**src/hdl/hrc_pkg.sv**
```systemverilog
// shared types, constants and coefficient tables for the hue-rotate colour matrix
`default_nettype none

package hrc_pkg;

    // fixed-point format of the angle registers and the matrix coefficients
    localparam int FRAC_BITS = 14;
    localparam int CFG_W     = 16;
    localparam int CH_W      = 8;
    localparam int NUM_COEF  = 9;
    localparam int NUM_LANES = 3;

    // register indexes of the configuration port
    localparam int CFG_IDX_W = 1;
    typedef enum logic [CFG_IDX_W-1:0] {
        CFG_COS_ANGLE = 1'b0,
        CFG_SIN_ANGLE = 1'b1
    } cfg_reg_e;

    // matrix constants in thousandths, row major (red row, green row, blue row)
    localparam int BASE_K [NUM_COEF] = '{213, 715, 72, 213, 715, 72, 213, 715, 72};
    localparam int COS_K  [NUM_COEF] = '{787, -715, -72, -213, 285, -72, -213, -715, 928};
    localparam int SIN_K  [NUM_COEF] = '{-213, -715, 928, 143, 140, -283, -787, 715, 72};

    // largest base term and largest |cos k| + |sin k| over the nine coefficients
    localparam int BASE_MAX = 715;
    localparam int KSUM_MAX = 1430;

    // rounding divide by 1000: a bias keeps the dividend non-negative
    localparam longint CFG_MAG    = longint'(1) << (CFG_W - 1);
    localparam longint DIV_BIAS   = (longint'(KSUM_MAX) * CFG_MAG) / 1000 + 1;
    localparam longint DIV_OFFSET = 500 + 1000 * DIV_BIAS;
    localparam longint Y_MAX      = longint'(BASE_MAX) * (longint'(1) << FRAC_BITS)
                                    + longint'(KSUM_MAX) * CFG_MAG + DIV_OFFSET;
    localparam int     Y_W        = $clog2(Y_MAX + 1);
    localparam int     X_W        = Y_W + 1;

    // reciprocal of 1000, exact for every dividend below 2^Y_W
    localparam int     DIV_SHIFT  = Y_W + 10;
    localparam longint DIV_MUL    = ((longint'(1) << DIV_SHIFT) + 999) / 1000;
    localparam int     MUL_W      = Y_W + 1;

    // coefficient, product and dot-product widths
    localparam int COEF_W = $clog2(Y_MAX / 1000 + 1) + 1;
    localparam int DIVP_W = DIV_SHIFT + COEF_W - 1;
    localparam int PROD_W = COEF_W + CH_W + 1;
    localparam int SUM_W  = PROD_W + 2;

    // settle count loaded on a register write; the coefficient bank is settled once it reaches zero
    localparam int SETTLE_CYC = 2;
    localparam int SETTLE_W   = $clog2(SETTLE_CYC + 1);

    typedef logic signed [COEF_W-1:0] coef_t;

    typedef struct packed {
        coef_t [NUM_COEF-1:0] m;
        logic                 busy;
    } coef_bank_t;

    typedef struct packed {
        logic [CH_W-1:0] red_in;
        logic [CH_W-1:0] green_in;
        logic [CH_W-1:0] blue_in;
        logic [CH_W-1:0] alpha_in;
    } pixel_in_t;

    typedef struct packed {
        logic [CH_W-1:0] red_out;
        logic [CH_W-1:0] green_out;
        logic [CH_W-1:0] blue_out;
        logic [CH_W-1:0] alpha_out;
    } pixel_out_t;

endpackage

`default_nettype wire

```
**src/hdl/hrc_lane.sv**
```systemverilog
// one output channel: three products, dot-product sum, floor and saturate
`default_nettype none

module hrc_lane
    import hrc_pkg::*;
(
    input  wire logic                     clk,
    input  wire logic                     load,
    input  wire coef_t [2:0]              row,
    input  wire logic [2:0][CH_W-1:0]     chan,
    output logic [CH_W-1:0]               level
);

    logic signed [PROD_W-1:0] prod_reg [3];
    logic signed [PROD_W-1:0] prod_next[3];
    logic signed [SUM_W-1:0]  acc;

    // products of the row coefficients with r, g and b
    for (genvar k = 0; k < 3; k++)
    begin : g_prod
        assign prod_next[k] = PROD_W'($signed(row[k]))
                              * PROD_W'($signed({1'b0, chan[k]}));

        always_ff @(posedge clk)
        begin
            if (load)
                prod_reg[k] <= prod_next[k];
        end
    end

    // sum, floor by dropping fraction bits, clamp to 0..255
    assign acc = SUM_W'(prod_reg[0]) + SUM_W'(prod_reg[1]) + SUM_W'(prod_reg[2]);

    always_comb
    begin
        if (acc[SUM_W-1])
            level = '0;
        else if (|acc[SUM_W-2:FRAC_BITS+CH_W])
            level = '1;
        else
            level = acc[FRAC_BITS +: CH_W];
    end

endmodule

`default_nettype wire

```
**config.mk**
```make
export PLATFORM = sky130hd
export DESIGN_NAME = hrc_lane
export DESIGN_NICKNAME = d
export VERILOG_FILES = /design/src/hdl/hrc_pkg.sv /design/src/hdl/hrc_lane.sv
export SDC_FILE = /design/constraint.sdc
export NUM_CORES = 1
export LEC_CHECK = 0
export BUFFER_PORTS_ARGS = -buffer_cell sky130_fd_sc_hd__clkbuf_2
export CELL_PAD_IN_SITES_DETAIL_PLACEMENT = 0
export CELL_PAD_IN_SITES_GLOBAL_PLACEMENT = 1
export CORE_ASPECT_RATIO = 1.1
export CORE_MARGIN = 3
export CORE_UTILIZATION = 46
export DETAILED_ROUTE_END_ITERATION = 6
export PLACE_DENSITY = 0.77
export SYNTH_ARGS = -nofsm -noshare
export SYNTH_HDL_FRONTEND = slang
export SYNTH_SLANG_ARGS = --single-unit
```
**constraint.sdc**
```tcl
create_clock -name clk -period 5.6 [get_ports clk]
set_input_delay 0.28 -clock clk [delete_from_list [all_inputs] [get_ports clk]]
set_output_delay 0.28 -clock clk [all_outputs]
set_load 0.05 [all_outputs]
```
==> impl_metrics.py, run 1 <==
metrics = {
    "die": {
        "initial_core_util_pct": 47.04,
        "die_w_um": 200.4,
        "die_h_um": 219.9,
        "die_area_um2": 44060,
        "ios": 88,
        "rows": 77,
        "core_area_um2": 40660,
    },
    "finish": {
        "register_area_um2": 2432,
        "area_growth_syn_to_layout_pct": 6.915,
        "drive_gt1_share_pct": 5.808,
        "antennaDiodeCount": 0,
        "layout.nets": 2699,
        "fillCellCount": 3900,
        "largest_register_ffs": 81,
        "multi_input_area_um2": 14720,
    },
    "clocking": {
        "cts_tree": "done",
        "cts_setup_buffers": 0,
        "cts_resized": 0,
        "htree_levels": 3,
        "cts_buffers": 9,
        "cts_hold_buffers": 0,
        "clock_path_buffers": 2,
        "clkSinkCount": 81,
        "cts-root-buf": "clkbuf_16",
        "clkTransAtPathRegs_ns": 0.06,
    },
    "grt": {
        "grt_pass1_wl_mm": 68.56,
        "antenna_found_initial": 0,
        "grt_usage_pct": 18.79,
        "overflow": 0,
        "grt_pass1_vias": 14213,
        "grt_max_degree": 82,
    },
    "outcome": {
        "outcome": "finished clean",
    },
    "routing": {
        "dr.pass1.iters": 5,
        "viasPerCell": 4.963,
        "wl_per_cell_um": 14.92,
        "ant_nets": 0,
        "drt_iter0_drc": 511,
        "vias": 12999,
        "drc": 0,
        "totalWireLength_mm": 39.07,
    },
    "synthesis": {
        "ys.flop_type": "edfxtp_1",
        "synth_area_um2": 19130,
        "syn_avg_cell_area_um2": 9.582,
        "synth-seq-cells": 81,
        "async_flop_share_pct": 0,
        "yosys_warnings": 0,
        "ys_types": 58,
        "syn_inst": 1996,
        "synth_edf_count": 81,
        "synth.net_count": 2633,
        "yosysSeqAreaShare_pct": 12.72,
    },
    "timing": {
        "fin_crit_ns": 5.069,
        "drv_slew": 0,
        "finalHoldViolations": 0,
        "fmax_mhz": 197.3,
        "finalCritPeriodShare_pct": 90.52,
        "setup_tns_ns": 0,
        "setup_viol": 0,
        "tightest_slew_ns": 1.042,
        "rsz0062_at_grt": "no",
        "slew_headroom_pct": 30.51,
    },
    "setup_path": {
        "cp_max_fo": 18,
        "worst_ep_required_time_ns": 5.68,
        "worstPathArrival_ns": 5.15,
        "critPathLaunchType": "input pin",
        "worstSetupPathType": "in2reg",
        "cp-end-kind": "flop",
    },
    "worst_hold_path": {
        "hp-class": "in2reg",
    },
    "placement": {
        "io_buffers": 87,
        "gp_congestion": 0.8263,
        "hpwl_mm": 33.25,
    },
    "flow_run": {
        "maxCapViolCount": 0,
    },
}
==> cells in the mapped netlist (all sizes together), types with 13 or more instances <==
master / instances / area (um^2)
a21o: 24 / 180.2
nor2: 32 / 122.6
edfxtp: 81 / 2432
inv: 491 / 1843
xor2: 23 / 201.4
ha: 189 / 2365
a211oi: 13 / 125.1
o21bai: 14 / 105.1
o21ai: 27 / 135.1
fa: 368 / 7367
nor3: 14 / 70.07
nand2: 208 / 780.8
nand3: 21 / 105.1
and2: 251 / 1570
clkbuf: 35 / 131.4
a21oi: 64 / 324.1
xnor2: 60 / 525.5
==> final timing paths <==
| kind | start | to | slack (ns) | depth (start not counted) |
|---|---|---|---|---|
| worst min-delay path | row[0] | prod_reg[0][0]$_DFFE_PP_ | 0.41 | 2 |
| worst max-delay path | chan[8] | prod_reg[0][52]$_DFFE_PP_ | 0.53 | 19 |
==> metal layers <==
metal  vias up  GRT usage, %  wire [um]
met5         -             0          0
met4         0         2.061        269
met2       167         35.08      20640
li1       6224             -          -
met1      6583         24.77      17210
met3        25         1.581        949
==> logic make-up after synthesis <==
group	after synthesis	share of synthesized area (%)
buf+inv	526	10.32
xor+xnor	83	3.801
flops	81	12.72
fa+ha+maj	557	50.88
simple gates	557	14.97
compound gates	192	7.301
==> worst max-delay path, cell delays in order <==
cell       delay [ns]
clkbuf_2         0.34
nand2_1          0.15
fa_1             0.55
inv_1            0.06
fa_1             0.49
fa_1             0.54
inv_1            0.05
fa_1             0.47
inv_1            0.04
ha_1             0.33
and3_1           0.23
a221o_1          0.39
nor3_1           0.20
a21oi_1          0.13
a2111oi_0        0.39
nor2_1           0.11
o21ai_0          0.17
nand2_1          0.08
xor2_1           0.14
==> per-stage QoR <==
step	instances	cell area [um^2]	setup slack [ns]	util, %	hold WS, ns
global route	2619	20450	0.06383	50.30	0.4140
finish	2619	20450	0.5308	50.30	0.4087
global placement	2604	20150	0.2171	49.55	0.7550
CTS	2619	20450	0.4659	50.30	0.4038
floorplan	1996	19130	0.3503	-	0.3925
detailed placement	2604	20150	0.1244	49.55	0.7466
==> final cells by class <==
| class | instances | area share, % |
|---|---|---|
| timing repair buffer | 90 | 2.252 |
| sequential | 81 | 11.89 |
| multi-input combinational | 1389 | 71.98 |
| inverter | 491 | 9.013 |
| clock inverter | 4 | 0.3365 |
| tap | 553 | 3.384 |
| clock buffer | 11 | 1.138 |
==> cells in the final DEF, fill, tap and decap left out, types with 5 or more instances in the layout <==
cell,instances
xnor2_1,60
nor3_1,14
and3_1,5
fa_1,368
edfxtp_1,81
o21bai_1,14
clkbuf_16,9
clkbuf_2,86
o41a_1,8
nor2_1,31
xor2_1,23
a21o_1,24
o21ai_0,23
inv_1,491
ha_1,189
a21oi_1,63
nand2_1,208
and2_1,251
o21a_1,6
nand3_1,21
a211oi_1,9
Power of run 1 is not shown: default switching activity piles up to over one toggle a cycle in this logic, so the estimate is an artifact.
==> run 2: changes to the inputs <==
==> constraint.sdc (replaced) <==
create_clock -name clk -period 5.6 [get_ports clk]
set_input_delay 1.12 -clock clk [delete_from_list [all_inputs] [get_ports clk]]
set_output_delay 1.12 -clock clk [all_outputs]
set_load 0.05 [all_outputs]
==> run 2 against run 1 <==
  * First-iteration DRC count fell by 16%
  * Sequential share of layout area decreased by 1.2 points
  * Final cell count up 9.7%
  * Highest routed layer unchanged
==> impl_metrics.py, run 2 (synthesis gave the netlist of run 1 again) <==
metrics = {
    "setup_path": {
        "critPathLaunchType": "input pin",
        "slowest_stage": "fa_1",
        "path_cells": "buf_12 -> and2_4 -> fa_1 -> fa_1 -> fa_1 -> inv_2 -> fa_1 -> inv_2 -> ha_4 -> o21a_1 -> o21a_1 -> a21oi_2 -> o31a_1 -> a211oi_2 -> nand4_1 -> a31oi_2 -> a21o_1 -> a21oi_2 -> xnor2_1",
        "cp_slowest_stage_delay_ns": 0.57,
        "worstSetupPathType": "in2reg",
        "cp_max_fo": 5,
        "worstPathArrival_ns": 5.53,
        "critPathBufInv": 3,
        "crit_start": "chan[4]",
        "crit_family": "adder cells",
        "cp-end-kind": "flop",
        "crit_top_cell": "fa_1",
        "worst_ep_required_time_ns": 5.69,
    },
    "finish": {
        "final_core_util_pct": 56.03,
        "area_growth_syn_to_layout_pct": 19.10,
        "drive_gt1_share_pct": 18.48,
        "layout.nets": 2954,
        "largest_register_ffs": 81,
        "final_common_cell": "inv_1",
        "instances_no_fill": 2874,
        "fillCellCount": 3676,
        "antennaDiodeCount": 0,
        "design_area_um2": 22780,
        "most-common-layout-cells": "inv_1, fa_1, buf_4",
    },
    "power": {
        "p_switching_w": 0.007019,
        "power_frac_clock_pct": 3.7,
        "pwr-share-comb_pct": 85.4,
        "intPower_w": 0.007165,
        "peakVddDrop_mv": 0.4888,
        "power_w": 0.01418,
        "p_per_area_nw_per_um2": 622.7,
        "pwr-share-seq_pct": 10.9,
        "p_leak_nw": 11.72,
        "swShare_pct": 49.49,
    },
    "placement": {
        "hpwl_mm": 35.27,
        "place_area_um2": 22210,
        "gp_congestion": 0.8611,
        "pre_cts_slack_ns": -0.3974,
        "io_buffers": 87,
        "dpl.cell_count": 2852,
    },
    "clocking": {
        "cts_tree": "done",
        "cts_buffers": 9,
        "clock_path_buffers": 2,
        "clkTransAtPathRegs_ns": 0.06,
        "htree_levels": 3,
        "cts_hold_buffers": 0,
        "cts-root-buf": "clkbuf_16",
        "clkSinkCount": 81,
    },
    "routing": {
        "drc": 0,
        "vias": 13920,
        "viasPerCell": 4.843,
        "totalWireLength_mm": 39.96,
        "drt_iter0_drc": 428,
        "wl_per_cell_um": 13.90,
        "ant_nets": 0,
        "dr.pass1.iters": 5,
    },
    "grt": {
        "antenna_found_initial": 0,
        "grt_pass1_vias": 15044,
        "overflow": 0,
        "grt_pass1_wl_mm": 69.90,
        "grt_max_degree": 82,
        "grt_usage_pct": 18.98,
    },
    "timing": {
        "tightest_slew_ns": 1.022,
        "rsz0062_at_grt": "yes",
        "setup_viol": 0,
        "finalHoldViolations": 0,
        "fmax_mhz": 183.7,
        "postLayoutSetupSlackWorst_ns": 0.1574,
        "slew_headroom_pct": 31.88,
        "fin_crit_ns": 5.443,
        "drv_slew": 0,
        "finalCritPeriodShare_pct": 97.19,
    },
    "die": {
        "core_area_um2": 40660,
        "ios": 88,
        "initial_core_util_pct": 47.04,
        "die_w_um": 200.4,
        "rows": 77,
        "die_area_um2": 44060,
        "die_h_um": 219.9,
    },
    "worst_hold_path": {
        "worstHoldStart": "row[0]",
        "hp-class": "in2reg",
    },
    "flow_run": {
        "maxCapViolCount": 0,
    },
    "outcome": {
        "outcome": "finished clean",
    },
}
-- run 2: what timing repair did --
item | 4_1_cts | 5_1_grt
buffers inserted | 0 | 6
resized for setup | 4 | 108
pin swaps | 0 | 38
setup endpoints to repair | 3 | 15
gates cloned | 0 | 1
-- run 2: path summary, 6_finish.rpt --
| kind | endpoint | slack [ns] | cells after the start |
|---|---|---|---|
| hold / removal | prod_reg[0][0]$_DFFE_PP_ | 1.20 | 2 |
| setup / recovery | prod_reg[0][26]$_DFFE_PP_ | 0.16 | 19 |
-- run 2: metal layers --
| metal | track usage, % | up-vias | part of all wire (%) |
|---|---|---|---|
| li1 | - | 6752 | - |
| met1 | 25.42 | 6986 | 46 |
| met2 | 34.60 | 154 | 52 |
| met3 | 1.285 | 28 | 2.0 |
| met4 | 3.279 | 0 | 0.89 |
| met5 | 0 | - | 0 |
-- run 2: power groups by stage --
stage | Sequential, W | Combinational [W] | Clock (W)
global route | 0.00159 | 0.0136 | 0.000568
global placement | 0.00156 | 0.0117 | 0
detailed placement | 0.00157 | 0.0120 | 0
CTS | 0.00156 | 0.0121 | 0.000541
finish | 0.00155 | 0.0121 | 0.000527
floorplan | 0.00146 | 0.00838 | 0
-- run 2: per-stage QoR --
step	setup TNS, ns	hold slack (ns)
floorplan	-0.02983	1.233
global placement	-3.169	1.554
detailed placement	-3.945	1.548
CTS	0	1.193
global route	-0.1131	1.221
finish	0	1.202
-- run 2: layout make-up --
cell class | count | area, um^2 | area share [%]
Multi-Input combinational cell | 1389 | 15020 | 65.95
Timing Repair Buffer | 345 | 2521 | 11.07
Sequential cell | 81 | 2432 | 10.68
Inverter | 491 | 1843 | 8.091
Tap cell | 553 | 691.9 | 3.037
Clock buffer | 9 | 225.2 | 0.9887
Clock inverter | 6 | 43.79 | 0.1922
Note: power is estimated with default switching activity, not from simulation.
